`src/hw/rtl/ttip_pkg.sv`:
```
// ----------------------------------------------------------------------------
// ttip_pkg - shared types and constants of the text-to-integer parser
// Character classes, parser phases, step actions, status and register codes.
// ----------------------------------------------------------------------------
package ttip_pkg;

	// register indexes on the write port
	localparam logic REG_RADIX = 1'b0;
	localparam logic REG_KIND  = 1'b1;

	// result kinds
	localparam logic [1:0] KIND_U32 = 2'd0;
	localparam logic [1:0] KIND_U64 = 2'd1;
	localparam logic [1:0] KIND_S64 = 2'd2;

	// status codes
	localparam logic [1:0] ST_OK        = 2'd0;
	localparam logic [1:0] ST_NO_DIGITS = 2'd1;
	localparam logic [1:0] ST_OVERFLOW  = 2'd2;
	localparam logic [1:0] ST_BAD_BASE  = 2'd3;

	// bases
	localparam logic [5:0] MAX_BASE = 6'd36;
	localparam logic [5:0] BASE_AUTO = 6'd0;
	localparam logic [5:0] BASE_ONE = 6'd1;
	localparam logic [5:0] BASE_OCT = 6'd8;
	localparam logic [5:0] BASE_DEC = 6'd10;
	localparam logic [5:0] BASE_HEX = 6'd16;
	localparam logic [5:0] RADIX_RESET = BASE_DEC;

	// digit codes: 'x'/'X' decode to 33, anything that is no digit to 63
	localparam logic [5:0] DIGIT_ZERO = 6'd0;
	localparam logic [5:0] DIGIT_X    = 6'd33;
	localparam logic [5:0] DIGIT_NONE = 6'd63;

	// characters
	localparam logic [7:0] CH_SPACE = 8'h20;
	localparam logic [7:0] CH_TAB   = 8'h09;
	localparam logic [7:0] CH_CR    = 8'h0D;
	localparam logic [7:0] CH_PLUS  = 8'h2B;
	localparam logic [7:0] CH_MINUS = 8'h2D;
	localparam logic [7:0] CH_0     = 8'h30;
	localparam logic [7:0] CH_9     = 8'h39;
	localparam logic [7:0] CH_UA    = 8'h41;
	localparam logic [7:0] CH_UZ    = 8'h5A;
	localparam logic [7:0] CH_LA    = 8'h61;
	localparam logic [7:0] CH_LZ    = 8'h7A;
	localparam logic [7:0] ALPHA_OFS = 8'd10;

	// limits
	localparam logic [63:0] LIM_U32 = 64'h0000_0000_FFFF_FFFF;
	localparam logic [63:0] LIM_U64 = 64'hFFFF_FFFF_FFFF_FFFF;
	localparam logic [63:0] LIM_S64 = 64'h7FFF_FFFF_FFFF_FFFF;
	localparam logic [63:0] MIN_S64 = 64'h8000_0000_0000_0000;

	typedef enum logic [2:0] {
		PH_DONE   = 3'd0,
		PH_LEAD   = 3'd1,
		PH_SIGNED = 3'd2,
		PH_ZERO   = 3'd3,
		PH_AFTERX = 3'd4,
		PH_DIGITS = 3'd5
	} phase_t;

	typedef enum logic [3:0] {
		ACT_IGNORE,
		ACT_ADVANCE,
		ACT_SIGN,
		ACT_ZERO,
		ACT_PREFIX,
		ACT_DIGIT,
		ACT_FIN_POS,
		ACT_FIN_MARK,
		ACT_BAD_BASE
	} act_t;

	// one classified character beat
	typedef struct packed {
		logic       begin_req;
		logic       space;
		logic       plus;
		logic       minus;
		logic [5:0] digit;
	} chr_class_t;

	// configuration registers
	typedef struct packed {
		logic [5:0] radix;
		logic [1:0] kind;
	} cfg_t;

endpackage

```
`src/hw/rtl/ttip_front.sv`:
```
// ----------------------------------------------------------------------------
// ttip_front - character classifier
// Decodes each accepted byte into space, sign and digit value for the back end.
// ----------------------------------------------------------------------------
module ttip_front (
	input  logic                  begin_req,
	input  logic [7:0]            chr,
	output ttip_pkg::chr_class_t  cls
);

	logic [7:0] dig8;

	// digit value, DIGIT_NONE for anything that is no digit
	always_comb begin
		dig8 = {2'b00, ttip_pkg::DIGIT_NONE};
		if (chr >= ttip_pkg::CH_0 && chr <= ttip_pkg::CH_9) begin
			dig8 = chr - ttip_pkg::CH_0;
		end else if (chr >= ttip_pkg::CH_UA && chr <= ttip_pkg::CH_UZ) begin
			dig8 = chr - ttip_pkg::CH_UA + ttip_pkg::ALPHA_OFS;
		end else if (chr >= ttip_pkg::CH_LA && chr <= ttip_pkg::CH_LZ) begin
			dig8 = chr - ttip_pkg::CH_LA + ttip_pkg::ALPHA_OFS;
		end
	end

	// pack the class
	always_comb begin
		cls.begin_req = begin_req;
		cls.space     = (chr == ttip_pkg::CH_SPACE) ||
		                (chr >= ttip_pkg::CH_TAB && chr <= ttip_pkg::CH_CR);
		cls.plus      = (chr == ttip_pkg::CH_PLUS);
		cls.minus     = (chr == ttip_pkg::CH_MINUS);
		cls.digit     = dig8[5:0];
	end

endmodule

```
`src/hw/rtl/ttip_queue.sv`:
```
// ----------------------------------------------------------------------------
// ttip_queue - two-entry queue between classifier and parser back end
// Registered storage; takes a beat whenever it is not full.
// ----------------------------------------------------------------------------
module ttip_queue (
	input  logic                  clk,
	input  logic                  arst_n,
	input  logic                  push,
	input  ttip_pkg::chr_class_t  push_data,
	output logic                  full,
	input  logic                  pop,
	output logic                  not_empty,
	output ttip_pkg::chr_class_t  head
);

	ttip_pkg::chr_class_t ent_q [2];
	logic                 wr_ptr_q;
	logic                 rd_ptr_q;
	logic [1:0]           count_q;

	assign full      = (count_q == 2'd2);
	assign not_empty = (count_q != 2'd0);
	assign head      = ent_q[rd_ptr_q];

	// pointers and fill count
	always_ff @(posedge clk or negedge arst_n) begin
		if (!arst_n) begin
			wr_ptr_q <= 1'b0;
			rd_ptr_q <= 1'b0;
			count_q  <= 2'd0;
		end else begin
			if (push) wr_ptr_q <= ~wr_ptr_q;
			if (pop) rd_ptr_q <= ~rd_ptr_q;
			unique case ({push, pop})
				2'b10:   count_q <= count_q + 2'd1;
				2'b01:   count_q <= count_q - 2'd1;
				default: count_q <= count_q;
			endcase
		end
	end

	// storage
	always_ff @(posedge clk) begin
		if (push) ent_q[wr_ptr_q] <= push_data;
	end

endmodule

```
`src/hw/rtl/ttip_back.sv`:
```
// ----------------------------------------------------------------------------
// ttip_back - parser state machine and accumulator
// Steps one beat per cycle unless stalled; holds the result in an output register.
// ----------------------------------------------------------------------------
module ttip_back #(
	parameter int OFFSET_WIDTH = 16
) (
	input  logic                     clk,
	input  logic                     arst_n,
	input  ttip_pkg::cfg_t           cfg,
	input  logic                     q_valid,
	input  ttip_pkg::chr_class_t     q_head,
	output logic                     q_pop,
	output logic                     res_valid,
	input  logic                     res_ready,
	output logic [63:0]              res_value,
	output logic [OFFSET_WIDTH-1:0]  res_offset,
	output logic [1:0]               res_status
);

	// parser state
	ttip_pkg::phase_t        phase_q;
	logic                    neg_q;
	logic [63:0]             acc_q;
	logic [5:0]              base_q;
	logic [OFFSET_WIDTH-1:0] pos_q;
	logic                    seen_q;
	logic                    ovf_q;
	logic [1:0]              kind_q;
	logic [OFFSET_WIDTH-1:0] mark_q;

	// state as seen by this beat, after a begin has reloaded it
	ttip_pkg::phase_t        ph_b;
	logic                    neg_b;
	logic [63:0]             acc_b;
	logic [5:0]              base_b;
	logic [OFFSET_WIDTH-1:0] pos_b;
	logic                    seen_b;
	logic                    ovf_b;
	logic [1:0]              kind_b;
	logic [OFFSET_WIDTH-1:0] mark_b;
	logic                    bad_base;

	// step decision
	ttip_pkg::phase_t        ph_n;
	ttip_pkg::act_t          act;
	logic [5:0]              base_r;

	// datapath results
	logic                    neg_n;
	logic [63:0]             acc_n;
	logic [5:0]              base_n;
	logic [OFFSET_WIDTH-1:0] pos_n;
	logic [OFFSET_WIDTH-1:0] pos_inc;
	logic                    seen_n;
	logic                    ovf_n;
	logic [OFFSET_WIDTH-1:0] mark_n;
	logic [63:0]             lim;
	logic [70:0]             mac;
	logic                    emit;
	logic [63:0]             e_value;
	logic [OFFSET_WIDTH-1:0] e_offset;
	logic [1:0]              e_status;
	logic [63:0]             sat_value;
	logic [63:0]             ok_value;

	logic                    out_valid_q;
	logic [63:0]             out_value_q;
	logic [OFFSET_WIDTH-1:0] out_offset_q;
	logic [1:0]              out_status_q;

	assign q_pop = q_valid && (!out_valid_q || res_ready);

	// reload on begin
	always_comb begin
		bad_base = (cfg.radix == ttip_pkg::BASE_ONE) || (cfg.radix > ttip_pkg::MAX_BASE);
		if (q_head.begin_req) begin
			ph_b   = ttip_pkg::PH_LEAD;
			neg_b  = 1'b0;
			acc_b  = '0;
			base_b = cfg.radix;
			pos_b  = '0;
			seen_b = 1'b0;
			ovf_b  = 1'b0;
			kind_b = cfg.kind;
			mark_b = '0;
		end else begin
			ph_b   = phase_q;
			neg_b  = neg_q;
			acc_b  = acc_q;
			base_b = base_q;
			pos_b  = pos_q;
			seen_b = seen_q;
			ovf_b  = ovf_q;
			kind_b = kind_q;
			mark_b = mark_q;
		end
	end

	// next phase and action; phases fall through as the character moves on
	always_comb begin
		ttip_pkg::phase_t cur;
		logic             done;
		logic             pfx_base;
		cur      = ph_b;
		done     = 1'b0;
		ph_n     = ph_b;
		act      = ttip_pkg::ACT_IGNORE;
		base_r   = base_b;
		pfx_base = (base_b == ttip_pkg::BASE_AUTO) || (base_b == ttip_pkg::BASE_HEX);
		if (q_head.begin_req && bad_base) begin
			act  = ttip_pkg::ACT_BAD_BASE;
			ph_n = ttip_pkg::PH_DONE;
			done = 1'b1;
		end
		if (!done && cur == ttip_pkg::PH_LEAD) begin
			if (q_head.space) begin
				act  = ttip_pkg::ACT_ADVANCE;
				done = 1'b1;
			end else if (q_head.plus || q_head.minus) begin
				act  = ttip_pkg::ACT_SIGN;
				ph_n = ttip_pkg::PH_SIGNED;
				done = 1'b1;
			end else begin
				cur = ttip_pkg::PH_SIGNED;
			end
		end
		if (!done && cur == ttip_pkg::PH_SIGNED) begin
			if (q_head.digit == ttip_pkg::DIGIT_ZERO && pfx_base) begin
				act  = ttip_pkg::ACT_ZERO;
				ph_n = ttip_pkg::PH_ZERO;
				done = 1'b1;
			end else begin
				if (base_b == ttip_pkg::BASE_AUTO) base_r = ttip_pkg::BASE_DEC;
				cur = ttip_pkg::PH_DIGITS;
			end
		end else if (!done && cur == ttip_pkg::PH_ZERO) begin
			if (q_head.digit == ttip_pkg::DIGIT_X && pfx_base) begin
				act    = ttip_pkg::ACT_PREFIX;
				ph_n   = ttip_pkg::PH_AFTERX;
				base_r = ttip_pkg::BASE_HEX;
				done   = 1'b1;
			end else begin
				if (base_b == ttip_pkg::BASE_AUTO) base_r = ttip_pkg::BASE_OCT;
				cur = ttip_pkg::PH_DIGITS;
			end
		end else if (!done && cur == ttip_pkg::PH_AFTERX) begin
			if (q_head.digit >= ttip_pkg::BASE_HEX) begin
				act  = ttip_pkg::ACT_FIN_MARK;
				ph_n = ttip_pkg::PH_DONE;
				done = 1'b1;
			end else begin
				cur = ttip_pkg::PH_DIGITS;
			end
		end
		if (!done && cur == ttip_pkg::PH_DIGITS) begin
			if (base_r >= 6'd2 && q_head.digit < base_r) begin
				act  = ttip_pkg::ACT_DIGIT;
				ph_n = ttip_pkg::PH_DIGITS;
			end else begin
				act  = ttip_pkg::ACT_FIN_POS;
				ph_n = ttip_pkg::PH_DONE;
			end
		end
	end

	// limit and saturation value of the latched kind
	always_comb begin
		priority if (kind_b == ttip_pkg::KIND_U32) begin
			lim = ttip_pkg::LIM_U32;
		end else if (kind_b == ttip_pkg::KIND_S64) begin
			lim = neg_b ? ttip_pkg::MIN_S64 : ttip_pkg::LIM_S64;
		end else begin
			lim = ttip_pkg::LIM_U64;
		end
		sat_value = lim;
		ok_value  = neg_b ? (64'd0 - acc_b) : acc_b;
		if (kind_b == ttip_pkg::KIND_U32) ok_value = {32'd0, ok_value[31:0]};
	end

	// multiply-add by the base; overflow when it would pass the limit
	assign mac     = 71'(acc_b) * 71'(base_r) + 71'(q_head.digit);
	assign pos_inc = (&pos_b) ? pos_b : pos_b + 1'b1;

	// datapath and result
	always_comb begin
		neg_n    = neg_b;
		acc_n    = acc_b;
		base_n   = base_r;
		pos_n    = pos_b;
		seen_n   = seen_b;
		ovf_n    = ovf_b;
		mark_n   = mark_b;
		emit     = 1'b0;
		e_value  = '0;
		e_offset = '0;
		e_status = ttip_pkg::ST_OK;
		unique case (act)
			ttip_pkg::ACT_IGNORE: begin
			end
			ttip_pkg::ACT_ADVANCE: begin
				pos_n = pos_inc;
			end
			ttip_pkg::ACT_SIGN: begin
				neg_n = q_head.minus;
				pos_n = pos_inc;
			end
			ttip_pkg::ACT_ZERO: begin
				seen_n = 1'b1;
				acc_n  = '0;
				pos_n  = pos_inc;
			end
			ttip_pkg::ACT_PREFIX: begin
				mark_n = pos_b;
				pos_n  = pos_inc;
			end
			ttip_pkg::ACT_DIGIT: begin
				seen_n = 1'b1;
				pos_n  = pos_inc;
				if (!ovf_b) begin
					if (mac > 71'(lim)) ovf_n = 1'b1;
					else acc_n = mac[63:0];
				end
			end
			ttip_pkg::ACT_FIN_POS, ttip_pkg::ACT_FIN_MARK: begin
				emit = 1'b1;
				if (!seen_b) begin
					e_status = ttip_pkg::ST_NO_DIGITS;
				end else begin
					e_offset = (act == ttip_pkg::ACT_FIN_MARK) ? mark_b : pos_b;
					e_value  = ovf_b ? sat_value : ok_value;
					e_status = ovf_b ? ttip_pkg::ST_OVERFLOW : ttip_pkg::ST_OK;
				end
			end
			ttip_pkg::ACT_BAD_BASE: begin
				emit     = 1'b1;
				e_status = ttip_pkg::ST_BAD_BASE;
			end
			default: begin
			end
		endcase
	end

	// parser state registers
	always_ff @(posedge clk or negedge arst_n) begin
		if (!arst_n) begin
			phase_q <= ttip_pkg::PH_DONE;
			neg_q   <= 1'b0;
			acc_q   <= '0;
			base_q  <= '0;
			pos_q   <= '0;
			seen_q  <= 1'b0;
			ovf_q   <= 1'b0;
			kind_q  <= '0;
			mark_q  <= '0;
		end else if (q_pop) begin
			phase_q <= ph_n;
			neg_q   <= neg_n;
			acc_q   <= acc_n;
			base_q  <= base_n;
			pos_q   <= pos_n;
			seen_q  <= seen_n;
			ovf_q   <= ovf_n;
			kind_q  <= kind_b;
			mark_q  <= mark_n;
		end
	end

	// output register
	always_ff @(posedge clk or negedge arst_n) begin
		if (!arst_n) begin
			out_valid_q <= 1'b0;
		end else if (q_pop && emit) begin
			out_valid_q <= 1'b1;
		end else if (res_ready) begin
			out_valid_q <= 1'b0;
		end
	end

	always_ff @(posedge clk) begin
		if (q_pop && emit) begin
			out_value_q  <= e_value;
			out_offset_q <= e_offset;
			out_status_q <= e_status;
		end
	end

	assign res_valid  = out_valid_q;
	assign res_value  = out_value_q;
	assign res_offset = out_offset_q;
	assign res_status = out_status_q;

endmodule

```
`src/hw/rtl/text_to_integer_parser_unit.sv`:
```
// ----------------------------------------------------------------------------
// text_to_integer_parser_unit - streaming strtoul / strtoull / strtoll parser
// Classifier, two-entry queue, parser back end and configuration registers.
//
//   channel  | signals                                  | beat
//   ---------+------------------------------------------+-------------------
//   item     | item_valid, item_ready, begin_req, chr   | one character
//   result   | result_valid, result_ready, value,       | one parsed number
//            | end_offset, status                       |
//   config   | wr_en, wr_index, wr_data                 | one register write
//
// One character beat per cycle sustained while results are taken; the rate is
// set by the 64-bit multiply-add by the base in the back end, which closes on itself.
// A result is registered once the back end pops the beat that ends the number.
// Reset clears control state at once; there is no clearing pass.
// A stalled result register stops the back end; the queue keeps taking
// beats until it holds two.
// ----------------------------------------------------------------------------
module text_to_integer_parser_unit #(
	parameter int OFFSET_WIDTH = 16
) (
	input  logic                    clk,
	input  logic                    arst_n,
	input  logic                    item_valid,
	output logic                    item_ready,
	input  logic                    begin_req,
	input  logic [7:0]              chr,
	output logic                    result_valid,
	input  logic                    result_ready,
	output logic [63:0]             value,
	output logic [OFFSET_WIDTH-1:0] end_offset,
	output logic [1:0]              status,
	input  logic                    wr_en,
	input  logic                    wr_index,
	input  logic [5:0]              wr_data
);

	ttip_pkg::cfg_t       cfg_q;
	ttip_pkg::chr_class_t cls;
	ttip_pkg::chr_class_t q_head;
	logic                 q_full;
	logic                 q_valid;
	logic                 q_pop;
	logic                 push;

	// configuration registers
	always_ff @(posedge clk or negedge arst_n) begin
		if (!arst_n) begin
			cfg_q.radix <= ttip_pkg::RADIX_RESET;
			cfg_q.kind  <= ttip_pkg::KIND_U32;
		end else if (wr_en) begin
			unique case (wr_index)
				ttip_pkg::REG_RADIX: cfg_q.radix <= wr_data;
				ttip_pkg::REG_KIND:  cfg_q.kind  <= wr_data[1:0];
				default: begin
				end
			endcase
		end
	end

	assign item_ready = !q_full;
	assign push       = item_valid && !q_full;

	ttip_front u_front (
		.begin_req (begin_req),
		.chr       (chr),
		.cls       (cls)
	);

	ttip_queue u_queue (
		.clk       (clk),
		.arst_n    (arst_n),
		.push      (push),
		.push_data (cls),
		.full      (q_full),
		.pop       (q_pop),
		.not_empty (q_valid),
		.head      (q_head)
	);

	ttip_back #(
		.OFFSET_WIDTH (OFFSET_WIDTH)
	) u_back (
		.clk        (clk),
		.arst_n     (arst_n),
		.cfg        (cfg_q),
		.q_valid    (q_valid),
		.q_head     (q_head),
		.q_pop      (q_pop),
		.res_valid  (result_valid),
		.res_ready  (result_ready),
		.res_value  (value),
		.res_offset (end_offset),
		.res_status (status)
	);

endmodule

```
`config.mk`:
```
export PLATFORM = sky130hd
export DESIGN_NAME = text_to_integer_parser_unit
export DESIGN_NICKNAME = d
export VERILOG_FILES = /design/src/hw/rtl/ttip_pkg.sv /design/src/hw/rtl/ttip_front.sv /design/src/hw/rtl/ttip_queue.sv /design/src/hw/rtl/ttip_back.sv /design/src/hw/rtl/text_to_integer_parser_unit.sv
export SDC_FILE = /design/constraint.sdc
export NUM_CORES = 2
export LEC_CHECK = 0
export BUFFER_PORTS_ARGS = -buffer_cell sky130_fd_sc_hd__buf_2
export CAP_MARGIN = 40
export CORE_MARGIN = 8
export CORE_UTILIZATION = 60
export CTS_BUF_LIST = sky130_fd_sc_hd__clkbuf_4 sky130_fd_sc_hd__clkbuf_8 sky130_fd_sc_hd__clkbuf_16
export DETAILED_ROUTE_END_ITERATION = 10
export HOLD_SLACK_MARGIN = 0.05
export PLACE_DENSITY = 0.78
export SLEW_MARGIN = 30
export SYNTH_ARGS = -nofsm -noshare
export SYNTH_HDL_FRONTEND = slang
export SYNTH_SLANG_ARGS = --single-unit
```
`constraint.sdc`:
```
create_clock -name clk -period 10.15 [get_ports clk]
set_input_delay 2.03 -clock clk [delete_from_list [all_inputs] [get_ports clk]]
set_output_delay 2.03 -clock clk [all_outputs]
set_load 0.05 [all_outputs]
```
# After elaboration in Yosys (flattened, before gate mapping)
# Memories as Yosys holds them, arrays and structs flattened.
# Index checks and enable logic that the tools add are counted.
[totals]
ff_bits = 205
mem_count = 1
wordCells = 197
out_inout_bits = 84
ram_bits = 20
[classes]
add_sub_neg = 10
bitwise_logic = 3
eq_ne = 23
reduce_logical = 40
multipliers = 1
n_mux = 88
magnitude_cmp = 13
[mem_list]
columns = ["name", "depth", "word_bits", "read_ports", "rd_ports_with_merged_regs", "wr", "line_no", "rtl"]
rows = [
  ["u_queue.ent_q", 2, 10, 1, 0, 1, "ttip_queue.sv:16", "ttip_pkg::chr_class_t ent_q [2];"],
]
[ops]
columns = ["cell", "count"]
rows = [
  ["2-to-1 mux 64 bit", 9],
  ["one-hot mux 64 bit (2 select lines)", 1],
  ["2-to-1 mux 16 bit", 6],
  ["adder 70 x 6 -> 71 bit", 1],
  ["greater-than comparator 71 x 64 -> 1 bit", 1],
  ["multiplier 64 x 6 -> 70 bit", 1],
  ["2-to-1 mux 3 bit", 22],
  ["subtractor 1 x 64 -> 64 bit, first input constant", 1],
  ["2-to-1 mux 6 bit", 10],
  ["2-to-1 mux 4 bit", 11],
  ["== test 8 x 6 -> 1 bit, second input constant", 3],
  ["2-to-1 mux 1 bit", 23],
  ["adder 16 x 1 -> 16 bit, second input constant", 1],
  ["== test 4 x 3 -> 1 bit, second input constant", 4],
  ["greater-or-equal comparator 8 x 7 -> 1 bit, second input constant", 2],
  ["less-or-equal comparator 8 x 7 -> 1 bit, second input constant", 2],
  ["logical AND 1 bit", 16],
  ["AND reduction 16 bit", 1],
  ["adder 6 x 4 -> 6 bit, second input constant", 2],
  ["logical NOT 6 bit", 2],
  ["subtractor 6 bit, second input constant", 2],
  ["== test 4 x 2 -> 1 bit, second input constant", 2],
  ["greater-or-equal comparator 8 x 4 -> 1 bit, second input constant", 1],
  ["greater-or-equal comparator 8 x 6 -> 1 bit, second input constant", 1],
  ["30 further kinds", 53],
]

# Longest topological paths before layout
[logic_depth]
depth_word = 20
depth_mapped = 40
depth_no_buf = 36

# Cells and area by module
# A second synthesis with hierarchy kept.
[unflattened]
hier_cells = 3061
area_unflattened_um2 = 26755.7
[by_module_without_submodules]
columns = ["module", "cells_each", "area_each_um2", "n_inst"]
rows = [
  ["ttip_back", 2928, 25004.0, 1],
  ["ttip_queue", 47, 909.6, 1],
  ["ttip_front", 65, 488.0, 1],
  ["text_to_integer_parser_unit", 21, 354.1, 1],
]

# Least setup slack after synthesis
# No wires, ideal clock.
[synth_path]
kind = "register to register"
from = "register u_queue.rd_ptr_q"
to = "register u_back.acc_q[49]"
t_required_ns = 10.073
n_path_buf = 9
arrival_ns = 8.871
setup_time_ns = 0.077
period_less_slack_ns = 8.947
slack_ns = 1.203
stages_incl_launch_ff = 39
path_cell_list = "dfrtp_1 -> buf_6 -> mux2i_1 -> clkbuf_1 -> clkbuf_1 -> clkbuf_1 -> clkbuf_1 -> clkbuf_1 -> clkbuf_1 -> nand3_1 -> fa_1 -> fa_1 -> inv_1 -> fa_1 -> inv_1 -> fa_1 -> inv_1 -> ha_1 -> (+3 left out) -> o21ai_0 -> a21oi_1 -> nor4_1 -> a41o_1 -> nor2_1 -> ha_1 -> a21o_1 -> nand3_1 -> a21oi_1 -> o31a_1 -> o311a_1 -> nor4b_1 -> a221oi_1 -> nor4_1 -> clkbuf_1 -> buf_1 -> a41oi_1 -> o21ai_1"
[synth_via]
elab_chain_len = 16
word_cells_on_any_way = 83
classes_between = "add/sub: 1; mul: 1; order compare: 4; eq/ne: 10; mux: 49; reduce/logical: 17; memory: 1"
[synth_lines]
columns = ["element", "line_no", "rtl"]
rows = [
  ["start: declaration", "ttip_queue.sv:18", "logic rd_ptr_q;"],
  ["start signal: assignment", "ttip_queue.sv:33", "if (pop) rd_ptr_q <= ~rd_ptr_q;"],
  ["memory (2 x 10 bit) (*)", "-", ""],
  ["branches (longest 14 deep; another with adder 70 x 6 -> 71 bit)", "-", ""],
  ["one-hot mux 64 bit (2 select lines) (*)", "ttip_back.sv:198", "unique case (act)"],
  ["end signal: assignment", "ttip_back.sv:259", "acc_q <= acc_n;"],
  ["end: declaration", "ttip_back.sv:24", "logic [63:0] acc_q;"],
]
# Every way passes the cells marked *.
# A chain may end at the register's enable or synchronous reset.

# Worst setup path after layout
[layout_path]
from = "memory u_queue.ent_q[1][9] (netlist name)"
to = "register u_back.acc_q[6]"
[layout_via]
elab_chain_len = 16
word_cells_on_any_way = 79
classes_between = "add/sub: 1; mul: 1; order compare: 3; eq/ne: 9; mux: 49; reduce/logical: 15; memory: 1"
[layout_lines]
columns = ["element", "line_no"]
rows = [
  ["start: declaration", "ttip_queue.sv:16"],
  ["memory (2 x 10 bit) (*)", "-"],
  ["branches (longest 14 deep; another with adder 70 x 6 -> 71 bit)", "-"],
  ["one-hot mux 64 bit (2 select lines) (*)", "ttip_back.sv:198"],
]
# Marks and branches as above.

==> flow_summary_export.csv <==
group,metric,value,unit
outcome,status,"finished, final reports clean",
global_route,grt_overflow,0,
clock_network,h-tree-depth,1,
placement,dp.cells,3908,
timing,fin_hold_ws,503.7,ps
timing,max_freq,103.0,MHz
timing,hold_viol_final,0,
setup_path,crit_path_start_kind,"flop",
setup_path,ff2ff_path_depth,34,
synth,synth_seq_cells,225,
timing,post-route-min-period,9705,ps
placement,dp_hpwl,71030,um
synth,yosysSeqAreaShare,0.2136,
synth,syn-cell-area,28760,um2
timing,tightest_slew,947.0,ps
timing,fin_tns_setup,0,ps
placement,gp_congestion,0.9866,
finish,final_util,0.6444,
timing,timing.slew.headroom,0.3628,
global_route,grt_pass1_wl,148100,um
setup_path,slowest_delay,530,ps
timing,fin_skew,16.03,ps
global_route,grt_pass1_vias,26520,
route,vias,26730,
synth,synth_fa_ha_area_frac,0.2759,
setup_path,crit_fanout,64,
timing,finalSetupViolCount,0,
clock_network,root_buffer,"clkbuf_16",
floorplanning,die_x,234.9,um
clock_network,cts-buffers-inserted,25,
synth,synth_top_family_by_area,"adder cells",
placement,portBuffers,104,
route,routed_wirelength,93200,um
synth,ys_warn_count,0,
placement,dpl_worst_slack,276.1,ps
global_route,grtUsageTotal,0.3282,
synth,synth_xor_area_frac,0.03380,
power,leakagePower,0.01464,uW
timing,fin_ws,444.9,ps
finish,area_growth,6.521,%
clock_network,ctsHoldBuffers,0,
synth,ys.flop_type,"dfrtp_1",
route,vias_per_cell,6.749,
finish,fin_cells,3961,
hold_path,min_delay_path_depth,1,
setup_path,rrSetupSlack,440,ps
floorplanning,row_count,80,
floorplanning,dieArea,55200,um2
setup_path,crit_path_end_kind,"flop",
synth,syn_inst,3400,
clock_network,cts.sink_count,225,
route,initialDrtViolationCount,2829,
finish,fin_nets,3831,
setup_path,worstPathRequired,10560,ps
synth,synth_mux_area_frac,0.02092,
clock_network,clock_latency,540,ps
finish,drive_gt1_frac,0.09414,
finish,mostFrequentLayoutCells,"350 x nand2_1, 302 x nor2_1, 252 x fa_1",
synth,synth_edf_count,102,
power,p_per_area,249.7,nW/um2
synth,syn_nets,3904,
synth,synth_compound_area_frac,0.1642,
hold_path,hp-class,"flop to flop",
floorplanning,start_util,0.6049,
route,drc_errors,0,
route,drt_pass1_iterations,6,
floorplanning,die_h,234.9,um
synth,synth_simple_gate_area_share,0.2239,
clock_network,tritoncts,"built",
global_route,grt_max_degree,97,
flow_run,cap_violations,0,
synth,synthDistinctLibCells,90,
floorplanning,io_pins,105,
route,wl_per_cell,23.53,um
setup_path,cp_slowest_cell,"or4b_1",
power,vdd_ir_drop_max,0.2098,mV
setup_path,crit_arrival,10110,ps
clock_network,cts_buffer_depth,3,
setup_path,crit_type,"flop to flop",
clock_network,clk_transition_reported_paths,60,ps
timing,finalMaxSlewViolations,0,
floorplanning,coreArea,47550,um2
finish,antennaDiodeCount,0,
finish,mostFrequentLayoutCell,"nand2_1",
route,ant_nets,0,
synth,async_flop_share,0.5467,
global_route,antenna_found_initial,2,
timing,finalCritPeriodShare,0.9562,
synth,synth.avg_cell_area,8.460,um2
## per-layer routing
metal	vias up	track usage	wire length, um
li1	11860	-	-
met3	356	0.04483	7464
met1	13030	0.4137	35840
met2	1495	0.5447	43910
met5	-	0	0
met4	0	0.1767	5976
## report_power, final
group,switching [uW],internal [uW],total [uW]
combinational,3510,1470,4980
clock,379,540,919
sequential,426,1320,1750
## flip-flops by register name (all words and copies together), names as in the netlist, 6 cells and up
signal             count
cfg_q                  8
u_back.acc_q          64
u_back.pos_q          16
u_back.base_q          6
u_queue.ent_q         20
u_back.mark_q         16
u_back.res_value      64
u_back.res_offset     16
## worst max-delay path, delay by kind of cell, from the launching register on
family	cells	cell delay, ps
buffers and inverters	5	1000
DFF	1	430
muxes	1	360
xor gates and xnor gates	1	290
adders and majority gates	6	2530
AOI/OAI and AO/OA	10	1910
and+or+nand+nor	11	2960
## cell usage after synthesis (all sizes together) (17+ instances only)
library cell,n,area share
a22o,18,0.0055
mux2i,38,0.013
xnor2,68,0.021
a31oi,21,0.0046
a211oi,25,0.0067
dfrtp,121,0.11
nor4,30,0.0070
nor3,62,0.011
o21a,20,0.0052
edfxtp,102,0.11
a21oi,217,0.038
inv,217,0.028
nand4,74,0.016
o21ai,170,0.030
and2,57,0.012
and3,102,0.022
a41oi,41,0.012
xor2,43,0.013
nand2b,18,0.0039
clkbuf,213,0.028
nor2,306,0.040
nand3,206,0.036
nand2,350,0.046
o31ai,20,0.0054
ha,231,0.10
o21bai,17,0.0044
nor4b,36,0.011
o211ai,36,0.013
mux2,19,0.0076
buf,62,0.012
fa,252,0.18
a21o,52,0.014
## final timing paths
| kind | startpoint | to |
|---|---|---|
| max in group asynchronous | arst_n | u_back.acc_q[41]$_DFFE_PN0P_ |
| max | u_queue.ent_q[1][9]$_DFFE_PP_ | u_back.acc_q[6]$_DFFE_PN0P_ |
| min reg2reg | u_back.mark_q[5]$_DFFE_PN0P_ | u_back.mark_q[5]$_DFFE_PN0P_ |
| min | u_back.mark_q[5]$_DFFE_PN0P_ | u_back.mark_q[5]$_DFFE_PN0P_ |
| min in group asynchronous | arst_n | u_back.acc_q[11]$_DFFE_PN0P_ |
| max reg2reg | u_queue.ent_q[1][9]$_DFFE_PP_ | u_back.acc_q[6]$_DFFE_PN0P_ |
## timing repair
action	4_1_cts	5_1_grt
setup buffers	0	2
gates resized for setup	0	35
setup endpoints to repair	0	65
endpoints found under the hold margin	0	0
## cells by family after synthesis
logic type                 Yosys count
and+or+nand+nor                   1314
AOI/OAI and AO/OA                  718
buffers and inverters              492
adders and majority gates          483
DFF                                225
xor gates and xnor gates           111
muxes                               57
## final cells by class
cell class | instances | area, um2
Multi-Input combinational cell | 2683 | 20900
Fill cell | 4020 | 16910
Sequential cell | 225 | 6143
Timing Repair Buffer | 175 | 1181
Inverter | 217 | 814.5
Tap cell | 615 | 769.5
Clock buffer | 33 | 704.4
Clock inverter | 13 | 125.1
## stage by stage
stage | power, uW | instance area [um2]
5_1_grt | 8101 | 30640
3_5_place_dp | 6584 | 29590
6_report | 7651 | 30640
3_3_place_gp | 6455 | 29490
2_1_floorplan | 5151 | 28760
4_1_cts | 7522 | 30420
(Power assumes the default switching activity.)
